<file path="src/rtl/advection_diffusion_stencil_unit_defines.svh">
// Assertion macros for the stencil unit.
`ifndef ADVECTION_DIFFUSION_STENCIL_UNIT_DEFINES_SVH
`define ADVECTION_DIFFUSION_STENCIL_UNIT_DEFINES_SVH

// Same-cycle implication, disabled during reset.
`define ADSU_ASSERT_SAME(label, clk, rst, ante, cons) \
   label: assert property (@(posedge clk) disable iff (rst) (ante) |-> (cons)) \
      else $error("stencil unit check failed");

// Next-cycle implication, disabled during reset.
`define ADSU_ASSERT_NEXT(label, clk, rst, ante, cons) \
   label: assert property (@(posedge clk) disable iff (rst) (ante) |=> (cons)) \
      else $error("stencil unit check failed");

`endif

</file>
<file path="src/rtl/adsu_pkg.sv">
`timescale 1ns / 1ps
`default_nettype none
package adsu_pkg;

   // csr register indexes
   localparam logic [2:0] CSR_ROW_LENGTH = 3'd0;
   localparam logic [2:0] CSR_ROW_COUNT  = 3'd1;
   localparam logic [2:0] CSR_COEF_XX    = 3'd2;
   localparam logic [2:0] CSR_COEF_YY    = 3'd3;
   localparam logic [2:0] CSR_COEF_XY    = 3'd4;

   // item modes
   localparam logic MODE_CELL  = 1'b0;
   localparam logic MODE_DRAIN = 1'b1;

   // multiply operations, issued in this order
   localparam logic [2:0] OP_J1 = 3'd0;
   localparam logic [2:0] OP_J2 = 3'd1;
   localparam logic [2:0] OP_XY = 3'd2;
   localparam logic [2:0] OP_XX = 3'd3;
   localparam logic [2:0] OP_YY = 3'd4;

   localparam logic [47:0] TEMP_MAX = 48'h7FFF_FFFF_FFFF;
   localparam logic [47:0] TEMP_MIN = 48'h8000_0000_0000;

   typedef struct packed {
      logic       load_in;
      logic       rd_first;
      logic       rd_second;
      logic       cap_first;
      logic       cap_second;
      logic       mem_write;
      logic       diff;
      logic       mul_load;
      logic [2:0] mul_op;
      logic       mul_step;
      logic       round;
      logic       finish;
      logic       out_load;
      logic       out_interior;
   } cmd_type;

   typedef struct packed {
      logic mul_zero;
   } status_type;

endpackage
`default_nettype wire

</file>
<file path="src/rtl/adsu_controller.sv">
`timescale 1ns / 1ps
`default_nettype none
module adsu_controller #(
   parameter int MAX_ROW_LENGTH = 64
) (
   input  wire                              clock,
   input  wire                              reset,
   input  wire                              req_valid,
   output logic                             req_ready,
   input  wire                              req_mode,
   input  wire [6:0]                        row_length,
   input  wire [15:0]                       row_count,
   output logic                             rsp_valid,
   input  wire                              rsp_ready,
   output adsu_pkg::cmd_type                cmd,
   input  adsu_pkg::status_type             status,
   output logic [$clog2(MAX_ROW_LENGTH)-1:0] addr,
   output logic [5:0]                       out_column,
   output logic [15:0]                      out_row,
   output logic                             out_last
);
   localparam int AW = $clog2(MAX_ROW_LENGTH);
   localparam int CW = $clog2(MAX_ROW_LENGTH + 1);
   localparam int LW = (CW > 7) ? CW : 7;
   localparam int XW = (CW > 6) ? CW : 6;

   localparam logic [3:0] S_IDLE  = 4'd0;
   localparam logic [3:0] S_RD0   = 4'd1;
   localparam logic [3:0] S_RD1   = 4'd2;
   localparam logic [3:0] S_RD2   = 4'd3;
   localparam logic [3:0] S_WR    = 4'd4;
   localparam logic [3:0] S_DIFF  = 4'd5;
   localparam logic [3:0] S_MLD   = 4'd6;
   localparam logic [3:0] S_MSTEP = 4'd7;
   localparam logic [3:0] S_RND   = 4'd8;
   localparam logic [3:0] S_FIN   = 4'd9;
   localparam logic [3:0] S_DONE  = 4'd10;

   logic [3:0] state_ff, state_in;
   logic [2:0] op_ff, op_in;
   logic [CW-1:0] col_ff, col_in, dc_ff, dc_in, cur_c_ff, cur_c_in;
   logic [15:0] row_ff, row_in, out_row_ff, out_row_in;
   logic out_last_ff, out_last_in;
   logic grid_ff, grid_in, has_res_ff, has_res_in, interior_ff, interior_in;
   logic rsp_valid_ff, rsp_valid_in;
   logic [LW-1:0] rl_ext, len_ext;
   logic [CW-1:0] len, c, dcl;
   logic [XW-1:0] col_x;
   logic [15:0] cnt, r, orow;
   logic accept, out_free;

   assign rl_ext  = LW'(row_length);
   assign len_ext = (rl_ext < LW'(3)) ? LW'(3)
                  : ((rl_ext > LW'(MAX_ROW_LENGTH)) ? LW'(MAX_ROW_LENGTH) : rl_ext);
   assign len  = CW'(len_ext);
   assign cnt  = (row_count < 16'd3) ? 16'd3 : row_count;
   assign c    = (col_ff >= len) ? len - 1'b1 : col_ff;
   assign r    = (row_ff >= cnt) ? cnt - 1'b1 : row_ff;
   assign orow = r - 1'b1;
   assign dcl  = (dc_ff > len) ? len : dc_ff;

   assign req_ready = (state_ff == S_IDLE);
   assign accept    = req_valid && req_ready;
   assign out_free  = !rsp_valid_ff || rsp_ready;
   assign rsp_valid = rsp_valid_ff;
   assign addr      = cur_c_ff[AW-1:0];
   assign col_x     = XW'(cur_c_ff);
   assign out_column = col_x[5:0];
   assign out_row   = out_row_ff;
   assign out_last  = out_last_ff;

   always_comb begin
      cmd          = '0;
      cmd.mul_op   = op_ff;
      state_in     = state_ff;
      op_in        = op_ff;
      col_in       = col_ff;
      row_in       = row_ff;
      dc_in        = dc_ff;
      cur_c_in     = cur_c_ff;
      out_row_in   = out_row_ff;
      out_last_in  = out_last_ff;
      grid_in      = grid_ff;
      has_res_in   = has_res_ff;
      interior_in  = interior_ff;
      rsp_valid_in = rsp_valid_ff && !rsp_ready;
      unique case (state_ff)
         S_IDLE: begin
            if (accept) begin
               cmd.load_in = 1'b1;
               if (req_mode == adsu_pkg::MODE_DRAIN) begin
                  if (dc_ff != '0) begin
                     cur_c_in    = len - dcl;
                     out_row_in  = cnt - 1'b1;
                     out_last_in = (dcl == CW'(1));
                     dc_in       = dcl - 1'b1;
                     grid_in     = 1'b0;
                     has_res_in  = 1'b1;
                     interior_in = 1'b0;
                     state_in    = S_RD0;
                  end
               end else begin
                  dc_in       = '0;
                  cur_c_in    = c;
                  out_row_in  = orow;
                  out_last_in = 1'b0;
                  grid_in     = 1'b1;
                  has_res_in  = (r != '0);
                  interior_in = !((c == '0) || (c == len - 1'b1) || (orow == '0));
                  state_in    = S_RD0;
                  if (c == len - 1'b1) begin
                     col_in = '0;
                     if (r == cnt - 1'b1) begin
                        row_in = '0;
                        dc_in  = len;
                     end else begin
                        row_in = r + 1'b1;
                     end
                  end else begin
                     col_in = c + 1'b1;
                     row_in = r;
                  end
               end
            end
         end
         S_RD0: begin
            cmd.rd_first = 1'b1;
            state_in     = S_RD1;
         end
         S_RD1: begin
            cmd.rd_second = 1'b1;
            cmd.cap_first = 1'b1;
            state_in      = S_RD2;
         end
         S_RD2: begin
            cmd.cap_second = 1'b1;
            state_in       = S_WR;
         end
         S_WR: begin
            cmd.mem_write = grid_ff;
            if (!has_res_ff) begin
               state_in = S_IDLE;
            end else if (interior_ff) begin
               state_in = S_DIFF;
            end else begin
               state_in = S_DONE;
            end
         end
         S_DIFF: begin
            cmd.diff = 1'b1;
            op_in    = adsu_pkg::OP_J1;
            state_in = S_MLD;
         end
         S_MLD: begin
            cmd.mul_load = 1'b1;
            state_in     = S_MSTEP;
         end
         S_MSTEP: begin
            if (status.mul_zero) begin
               if (op_ff == adsu_pkg::OP_YY) begin
                  state_in = S_RND;
               end else begin
                  op_in    = op_ff + 1'b1;
                  state_in = S_MLD;
               end
            end else begin
               cmd.mul_step = 1'b1;
            end
         end
         S_RND: begin
            cmd.round = 1'b1;
            state_in  = S_FIN;
         end
         S_FIN: begin
            cmd.finish = 1'b1;
            state_in   = S_DONE;
         end
         S_DONE: begin
            if (out_free) begin
               cmd.out_load     = 1'b1;
               cmd.out_interior = interior_ff;
               rsp_valid_in     = 1'b1;
               state_in         = S_IDLE;
            end
         end
         default: begin
            state_in = S_IDLE;
         end
      endcase
   end

   always_ff @(posedge clock) begin
      if (reset) begin
         state_ff     <= S_IDLE;
         op_ff        <= adsu_pkg::OP_J1;
         col_ff       <= '0;
         row_ff       <= '0;
         dc_ff        <= '0;
         grid_ff      <= 1'b0;
         has_res_ff   <= 1'b0;
         interior_ff  <= 1'b0;
         rsp_valid_ff <= 1'b0;
      end else begin
         state_ff     <= state_in;
         op_ff        <= op_in;
         col_ff       <= col_in;
         row_ff       <= row_in;
         dc_ff        <= dc_in;
         grid_ff      <= grid_in;
         has_res_ff   <= has_res_in;
         interior_ff  <= interior_in;
         rsp_valid_ff <= rsp_valid_in;
      end
   end

   always_ff @(posedge clock) begin
      cur_c_ff    <= cur_c_in;
      out_row_ff  <= out_row_in;
      out_last_ff <= out_last_in;
   end

endmodule
`default_nettype wire

</file>
<file path="config.mk">
export PLATFORM = sky130hd
export DESIGN_NAME = adsu_controller
export DESIGN_NICKNAME = d
export VERILOG_FILES = /design/src/rtl/advection_diffusion_stencil_unit_defines.svh /design/src/rtl/adsu_pkg.sv /design/src/rtl/adsu_controller.sv
export SDC_FILE = /design/constraint.sdc
export NUM_CORES = 1
export LEC_CHECK = 0
export BUFFER_PORTS_ARGS = -buffer_cell sky130_fd_sc_hd__buf_4
export CORE_MARGIN = 4
export CORE_UTILIZATION = 60
export CTS_CLUSTER_DIAMETER = 100
export DETAILED_ROUTE_END_ITERATION = 8
export HOLD_SLACK_MARGIN = 0.03
export PLACE_DENSITY = 0.85
export SLEW_MARGIN = 20
export SYNTH_ARGS = -nofsm -noshare
export SYNTH_HDL_FRONTEND = slang
export SYNTH_SLANG_ARGS = --single-unit
</file>
<file path="constraint.sdc">
create_clock -name clock -period 5.6 [get_ports clock]
set_input_delay 0.28 -clock clock [delete_from_list [all_inputs] [get_ports clock]]
set_output_delay 0.28 -clock clock [all_outputs]
set_load 0.005 [all_outputs]
</file>
==> results.yml, run 1 <==
status:
  outcome: "finished, final reports clean"
route:
  dr.pass1.iters: 6
  detail_route.vias_per_cell: 6.45
  routedWlPerCell_um: 18.4
  postRouteAntennaNets: 0
  via_count: 6476
  wl_um: 18500
  first_iter_violations: 682
  drc: 0
synth:
  synthAdderAreaFrac: 0.0899
  synthesis.area_um2: 6350
  yosysWarnings: 0
  ys_seq_area_frac: 0.238
  synth_xor_xnor_area_share: 0.102
  synth-edff-count: 23
  syn_inst: 812
  synth_compound_area_frac: 0.200
  synthArstFlopShare: 0
  synth-simple-area-share: 0.253
  synth.avg_cell_area_um2: 7.82
  syn_nets: 886
  synth.area.mux_share: 0.0572
  synth_top_family_by_area: "simple AND/OR/NAND/NOR gates"
  synth.distinct_cells: 79
  ys.flop_type: "dfxtp_1"
  ys_ff_latch: 64
pwr:
  internal_power_uw: 1500
  peakVddDrop_uv: 197
  leakagePower_uw: 0.00289
  p_per_area_nw_per_um2: 357
  switching_share: 0.416
  finalPower_uw: 2570
  seqPwrFrac: 0.289
  switchingPower_uw: 1070
  p_comb_frac: 0.531
  power_frac_clock: 0.180
sta:
  fmax_ghz: 0.196
  period_share: 0.913
  hold_viol: 0
  holdWs_ps: 252
  rsz0062_at_grt: "false"
  worst_slew_pin_slew_ps: 1020
  fin_skew_ps: 16.3
  period_needed_ps: 5110
  maxSlewHeadroom: 0.314
  setup_viol: 0
  drv_slew: 0
  finalSetupTns_ps: 0
cts:
  cts_buffers: 9
  cts.path.max_buffers: 2
  clk_pin_slew_ps: 90
  h-tree-depth: 3
  postCtsSetupBuffers: 0
  cts_tree: "yes"
  ctsHoldBuffers: 0
  clock_latency_ps: 350
  cts.sink_count: 64
  cts-root-buf: "clkbuf_8"
  cts_resized: 0
finish:
  multi_input_area_um2: 4460
  fin_nets: 937
  n_antenna_cell: 0
  final_cell_mix: "buf_4, nor2_1, nand2_1"
  ff_latch_area_um2: 1510
  nFillCells: 810
  drive_gt1_frac: 0.153
  syn2layout_area_growth_pct: 13.4
  final_common_cell: "buf_4"
grt:
  antenna_found_initial: 0
  track_usage: 0.295
  grt_max_degree: 52
  grt_pass1_wl_um: 30600
  grt_pass1_vias: 6092
  overflow: 0
worst_setup_path:
  reg2reg_from: "row_ff[9]"
  reg2reg_slack_ps: 1130
  critPathKind: "in2reg"
  cp-start-kind: "input port"
  cp.arrival_ps: 5230
  crit_path_max_fanout: 12
  reg2regPathDepth: 15
  reg2reg_to: "out_row[12]"
  worst_ep_required_time_ps: 5710
  cp-end-kind: "flip-flop"
run:
  maxCapViolCount: 0
min_path:
  hold_end: "rsp_valid"
  worstHoldPathType: "in2reg"
  hold_start: "rsp_ready"
  worstHoldPathCells: 3
floorplanning:
  die_width_um: 111
  start_util: 0.615
  die-height_um: 111
  die_area_um2: 12300
  io_pins: 76
  core_um2: 10300
  fp-row-count: 37
placement:
  routabilityCongestion: 0.980
  portBuffers: 75
  dpl.hpwl_um: 13900
-- sequential cells by signal, summed over array words and instances (netlist names) --
signal and count:
grid_ff 1, interior_ff 1, col_x 6, out_last 1, rsp_valid 1, state_ff 4
row_ff 16, dc_ff 7, col_ff 7, has_res_ff 1, op_ff 3, out_row 16
-- critical path, stage by stage --
cell and delay, ps:
buf_4 150, a2111oi_1 630, a41oi_1 430, inv_1 140, ha_1 130, nand2b_1 110
nor2_1 50, o31a_1 270, or4_1 590, nand2_2 260, o21ai_0 280, inv_1 120
ha_1 280, o21ai_0 170, nor4_1 460, nand3_1 240, a21oi_1 230, xnor2_1 90
mux2_2 290
-- worst max path at each step --
stage                 start     endpoint  slack [ps]  depth (start not counted)
2_1_floorplan  row_count[1]  out_row[12]         620                         21
3_3_place_gp   row_count[1]  out_row[12]         470                         19
3_5_place_dp   row_count[1]  out_row[12]         180                         19
4_1_cts        row_count[1]  out_row[12]         510                         19
5_1_grt        row_count[1]  out_row[12]         140                         19
6_report       row_count[1]  out_row[12]         490                         19
-- area by class of cell --
type / count / area share
clock buffers: 13 / 0.0296
clock inverters: 3 / 0.00365
inverters: 41 / 0.0214
multi-input cells: 659 / 0.620
flip-flops and latches: 64 / 0.210
well taps: 136 / 0.0237
repair buffers: 88 / 0.0918
-- logic make-up after synthesis --
| logic type | count (synthesis) |
|---|---|
| AND/OR/NAND/NOR | 316 |
| AO/OA/AOI/OAI | 194 |
| buffers and inverters | 89 |
| XOR/XNOR | 69 |
| flip-flops | 64 |
| adder cells (fa/ha/maj) | 45 |
| multiplexers | 35 |
-- layer usage --
metal  GRT usage  vias up  wire (um)
li1            -     3055          -
met1       0.403     3055       7920
met2       0.479      329       8600
met3      0.0502       37       1620
met4      0.0895        0        319
met5           0        -          0
-- power by group through the flow --
stage	registers, uW	logic (uW)	clock network (uW)
CTS	738	1350	462
finish	741	1360	462
global route	757	1510	487
floorplan	716	958	0
detailed placement	746	1330	0
global placement	742	1290	0
-- cells in the mapped netlist (17+ instances only) --
library cell | number | area share
nand2_1 | 79 | 0.047
a21oi_1 | 41 | 0.032
nand3_1 | 24 | 0.019
xnor2_1 | 40 | 0.055
nor4_1 | 17 | 0.017
mux2i_1 | 27 | 0.043
edfxtp_1 | 23 | 0.11
xor2_1 | 26 | 0.036
clkbuf_1 | 29 | 0.017
nor2_1 | 83 | 0.049
nor3_1 | 32 | 0.025
o21ai_0 | 51 | 0.040
ha_1 | 44 | 0.087
inv_1 | 41 | 0.024
dfxtp_1 | 41 | 0.13
-- metrics by stage --
stage | utilization | area (um2) | setup WS, ps | std cells
floorplan | - | 6350 | 625 | 812
global placement | 0.674 | 6950 | 473 | 988
detailed placement | 0.674 | 6950 | 179 | 988
CTS | 0.697 | 7190 | 509 | 1004
global route | 0.697 | 7190 | 139 | 1004
finish | 0.697 | 7190 | 485 | 1004
Power figures use the tool's default switching activity.
==> run 2, diff against run 1 <==
==> constraint.sdc (replaced) <==
create_clock -name clock -period 5.6 [get_ports clock]
set_input_delay 0 -clock clock [delete_from_list [all_inputs] [get_ports clock]]
set_output_delay 0 -clock clock [all_outputs]
set_load 0.005 [all_outputs]
==> results.yml, run 2 (synthesized netlist as in run 1, its figures left out) <==
finish:
  multi_input_area_um2: 4460
  syn2layout_area_growth_pct: 12.0
  n_antenna_cell: 0
  nFillCells: 866
  drive_gt1_frac: 0.146
  final_cell_mix: "nor2_1, buf_4, nand2_1"
  ff_latch_area_um2: 1510
  fin_nets: 934
sta:
  maxSlewHeadroom: 0.345
  holdWs_ps: 34.2
  setup_viol: 0
  fin_skew_ps: 8.80
  rsz0062_at_grt: "false"
  fmax_ghz: 0.207
  period_needed_ps: 4840
  finalSetupTns_ps: 0
  period_share: 0.864
  worst_slew_pin_slew_ps: 979
  drv_slew: 0
  hold_viol: 0
floorplanning:
  die_area_um2: 12300
  die_width_um: 111
  io_pins: 76
  fp-row-count: 37
  start_util: 0.615
  core_um2: 10300
  die-height_um: 111
cts:
  cts_tree: "yes"
  clock_latency_ps: 370
  cts_resized: 0
  cts.sink_count: 64
  cts.path.max_buffers: 2
  cts_buffers: 9
  h-tree-depth: 3
  clk_pin_slew_ps: 80
  cts-root-buf: "clkbuf_8"
placement:
  dpl.hpwl_um: 13900
  portBuffers: 75
  routabilityCongestion: 0.983
route:
  routedWlPerCell_um: 18.2
  detail_route.vias_per_cell: 6.39
  via_count: 6399
  first_iter_violations: 800
  wl_um: 18200
  postRouteAntennaNets: 0
  drc: 0
  dr.pass1.iters: 6
worst_setup_path:
  cp-end-kind: "flip-flop"
  worst_path_largest_cell_delay_ps: 740
  path_cells: "buf_4, a2111oi_0, a41oi_1, inv_1, ha_1, nand2b_1, nor2_1, o31a_1, or4_1, nand2_2, o21ai_0, inv_1, ha_1, o21ai_0, nor4_1, nand3_1, a21oi_1, xnor2_1, mux2_2"
  critPathKind: "in2reg"
  crit_path_max_fanout: 9
  cp_slowest_cell: "a2111oi_0"
  cp.arrival_ps: 4960
  cp-start-kind: "input port"
  worst_ep_required_time_ps: 5720
min_path:
  worstHoldPathType: "in2reg"
status:
  outcome: "finished, final reports clean"
grt:
  grt_max_degree: 52
  overflow: 0
  track_usage: 0.290
  grt_pass1_vias: 6093
  antenna_found_initial: 0
  grt_pass1_wl_um: 29900
pwr:
  peakVddDrop_uv: 204
  p_per_area_nw_per_um2: 345
  finalPower_uw: 2450
  leakagePower_uw: 0.00283
run:
  maxCapViolCount: 0
==> run 2: changes by cell type in the layout (fill, tap and decap cells not counted), sizes merged <==
cell / previous run / this run
buf: 88 / 83
clkbuf: 13 / 9
clkinv: 3 / 4
clkinvlp: 0 / 1
dlygate4sd3: 0 / 2
inv: 41 / 43
==> run 2: power breakdown <==
group,switching (uW),internal (uW),total (uW),leakage [uW]
Sequential,106,635,740,0.000549
Combinational,743,604,1350,0.00220
Clock,206,160,366,0.0000851
==> run 2: critical path, delay by kind of cell <==
| family | cells | cell delay (ps) |
|---|---|---|
| compound gates | 6 | 2070 |
| simple gates | 6 | 1690 |
| buf+inv | 3 | 420 |
| fa+ha+maj | 2 | 420 |
| mux | 1 | 270 |
| xor+xnor | 1 | 80 |
==> run 2: worst paths after layout <==
check | slack [ps] | endpoint | start | cells after the start
worst max-delay path | 760 | out_row[12] | row_count[1] | 19
worst min-delay path | 30 | col_ff[3] | reset | 2
worst max register to register | 1190 | out_row[12] | row_ff[5] | 16
worst min register to register | 510 | op_ff[1] | op_ff[1] | 2
==> run 2: area by class of cell <==
type                            instances  area share
Sequential cell                        64       0.213
Multi-Input combinational cell        659       0.627
Timing Repair Buffer                   85      0.0905
Tap cell                              136      0.0239
Clock buffer                            9      0.0174
Inverter                               41      0.0217
Clock inverter                          7     0.00651
==> run 2: through the flow <==
step | std cells | setup slack (ps) | util | area [um2]
after floorplan | 812 | 905 | - | 6350
after global placement | 983 | 868 | 0.670 | 6920
after detailed placement | 983 | 609 | 0.670 | 6920
after CTS | 1001 | 940 | 0.688 | 7110
after global routing | 1001 | 554 | 0.688 | 7110
final | 1001 | 762 | 0.688 | 7110
==> run 2: what timing repair did <==
| item | in CTS | in global routing |
|---|---|---|
| endpoints found under the hold margin | 2 | 0 |
| hold buffers | 2 | 0 |
| setup buffers | 0 | 0 |
==> run 2: per-layer routing <==
| metal | track usage | vias to the layer above | part of all wire |
|---|---|---|---|
| li1 | - | 3050 | - |
| met1 | 0.379 | 2988 | 0.42 |
| met2 | 0.470 | 312 | 0.46 |
| met3 | 0.0666 | 49 | 0.092 |
| met4 | 0.103 | 0 | 0.022 |
| met5 | 0 | - | 0 |
==> run 3, diff against run 2 <==
--- a/config.mk
+++ b/config.mk
@@ -5,6 +5,7 @@
 export SDC_FILE = /design/constraint.sdc
 export NUM_CORES = 1
 export LEC_CHECK = 0
+export ABC_AREA = 1
 export BUFFER_PORTS_ARGS = -buffer_cell sky130_fd_sc_hd__buf_4
 export CORE_MARGIN = 4
 export CORE_UTILIZATION = 60
==> results.yml, run 3 <==
status:
  outcome: "finished, final reports clean"
run:
  maxCapViolCount: 0
grt:
  track_usage: 0.277
  grt_max_degree: 39
  overflow: 0
  grt_pass1_vias: 5698
  grt_pass1_wl_um: 26800
  antenna_found_initial: 0
finish:
  drive_gt1_frac: 0.170
  n_antenna_cell: 0
  final_cell_mix: "nand2_1, nor2_1, inv_1"
  final_common_cell: "nand2_1"
  final_core_util: 0.710
  nFillCells: 860
  fin_area_um2: 7060
  syn2layout_area_growth_pct: 13.2
  fin_nets: 1108
sta:
  drv_slew: 0
  finalSetupTns_ps: 0
  worst_slew_pin_slew_ps: 924
  fmax_ghz: 0.241
  rsz0062_at_grt: "false"
  maxSlewHeadroom: 0.380
  setup_viol: 0
  period_needed_ps: 4140
  hold_viol: 0
  fin_skew_ps: 8.77
  period_share: 0.740
  fin_ws_ps: 1460
route:
  routedWlPerCell_um: 13.7
  postRouteAntennaNets: 0
  via_count: 6486
  dr.pass1.iters: 5
  drc: 0
  wl_um: 16100
  first_iter_violations: 662
  detail_route.vias_per_cell: 5.53
synth:
  synth.distinct_cells: 49
  syn_nets: 1045
  yosysMostFrequentCell: "nand2_1"
  ys.flop_type: "dfxtp_1"
  ys_ff_latch: 64
  synthesis.area_um2: 6240
  synth.avg_cell_area_um2: 6.43
  synthArstFlopShare: 0
  synthTopCellsByArea: "nand2_1, dfxtp_1, edfxtp_1"
  syn_inst: 971
  synth-edff-count: 23
  yosysTopAreaCellShare: 0.149
  ys_seq_area_frac: 0.242
  synth_top_cell_by_area: "nand2_1"
  synth_common_cells: "nand2_1, nor2_1, inv_1"
  yosysWarnings: 0
floorplanning:
  die_width_um: 110
  die-height_um: 110
  die_area_um2: 12100
  start_util: 0.627
  fp-row-count: 36
  core_um2: 9950
  io_pins: 76
worst_setup_path:
  crit_path_max_fanout: 14
  path_buf_inv: 4
  worst_ep_required_time_ps: 5690
  cp.arrival_ps: 4230
  reg2regPathDepth: 17
  worst-path-stages: 21
  worst_path_largest_cell_delay_ps: 530
  cp-start-kind: "input port"
  critPathKind: "in2reg"
  path_cells: "dlygate4sd3_1, buf_4, a21oi_1, inv_1, ha_1, nand2_1, o21ai_0, a221oi_1, o21ai_0, nand2_1, o21ai_0, inv_1, ha_1, nand2_1, nor2_1, a211oi_1, or2_2, nand2_1, a21oi_1, xor2_1, o21ai_0"
  cp_slowest_cell: "dlygate4sd3_1"
  critPathTopFamily: "compound AO/OA/AOI/OAI gates"
  cp-end-kind: "flip-flop"
placement:
  routabilityCongestion: 1.00
  dpl.hpwl_um: 12300
  dpl_cell_area_um2: 6810
  portBuffers: 75
  preCtsSetupSlack_ps: 1530
pwr:
  finalPower_uw: 1980
  peakVddDrop_uv: 164
  p_per_area_nw_per_um2: 280
  leakagePower_uw: 0.00346
cts:
  postCtsSetupBuffers: 0
  cts_resized: 0
  cts.path.max_buffers: 2
  clock_latency_ps: 360
  cts.sink_count: 64
  cts_buffers: 9
  h-tree-depth: 3
  clk_pin_slew_ps: 80
  cts-root-buf: "clkbuf_8"
  cts_tree: "yes"
min_path:
  worstHoldPathType: "in2reg"
  worstHoldPathCells: 2
-- run 3: logic make-up (layout without fill, tap and decap cells) --
kind of cell               Yosys count  count (layout)  synth area share
AOI/OAI and AO/OA                  154             154             0.136
xor gates and xnor gates            23              23            0.0347
adders and majority gates           45              45            0.0914
buffers and inverters              159             227             0.106
DFF                                 64              64             0.242
and+or+nand+nor                    526             526             0.390
-- run 3: final timing paths --
| path | start | endpoint | slack (ps) |
|---|---|---|---|
| setup / recovery | row_length[6] | col_x[5] | 1460 |
| hold / removal | reset | rsp_valid | 60 |
| setup reg to reg | dc_ff[2] | col_x[5] | 1970 |
| hold reg to reg | op_ff[2] | op_ff[2] | 490 |
-- run 3: through the flow --
step | std cells | hold WS [ps]
after floorplan | 971 | 45.8
after global placement | 1153 | 261
after detailed placement | 1153 | 263
after CTS | 1172 | 46.3
after global routing | 1172 | 83.5
final | 1172 | 61.6
-- run 3: per-layer routing --
| metal | GRT usage | vias up | wire (um) |
|---|---|---|---|
| li1 | - | 3282 | - |
| met1 | 0.388 | 2882 | 7290 |
| met2 | 0.440 | 292 | 7020 |
| met3 | 0.0495 | 30 | 1470 |
| met4 | 0.0721 | 0 | 265 |
| met5 | 0 | - | 0 |
-- run 3: power breakdown --
part           switching [uW]  total [uW]  internal (uW)
Clock                     197         447            250
Combinational             539         890            351
Sequential               56.1         644            588
Total                     792        1980           1190
-- run 3: repair_timing --
action,in CTS,in global routing
hold buffers,3,0
endpoints found under the hold margin,5,0
setup endpoints to repair,0,0
-- run 3: layout make-up --
cell class              instances  area (um2)  share of cell area
repair buffers                 80         608              0.0861
well taps                     133         166              0.0236
clock buffers                   9         124              0.0175
inverters                     131         492              0.0696
clock inverters                 7        96.3              0.0136
flip-flops and latches         64        1510               0.214
multi-input cells             748        4070               0.576
-- run 3: worst reg2reg max path: stages, from the launching register on --
cell,delay (ps)
dfxtp_1,360
ha_1,310
nand2_1,70
o21ai_0,140
a221oi_1,90
o21ai_0,160
nand2_1,260
o21ai_0,500
inv_1,160
ha_1,370
nand2_1,80
nor2_1,40
a211oi_1,240
or2_2,180
nand2_1,50
a21oi_1,140
xor2_1,150
o21ai_0,80
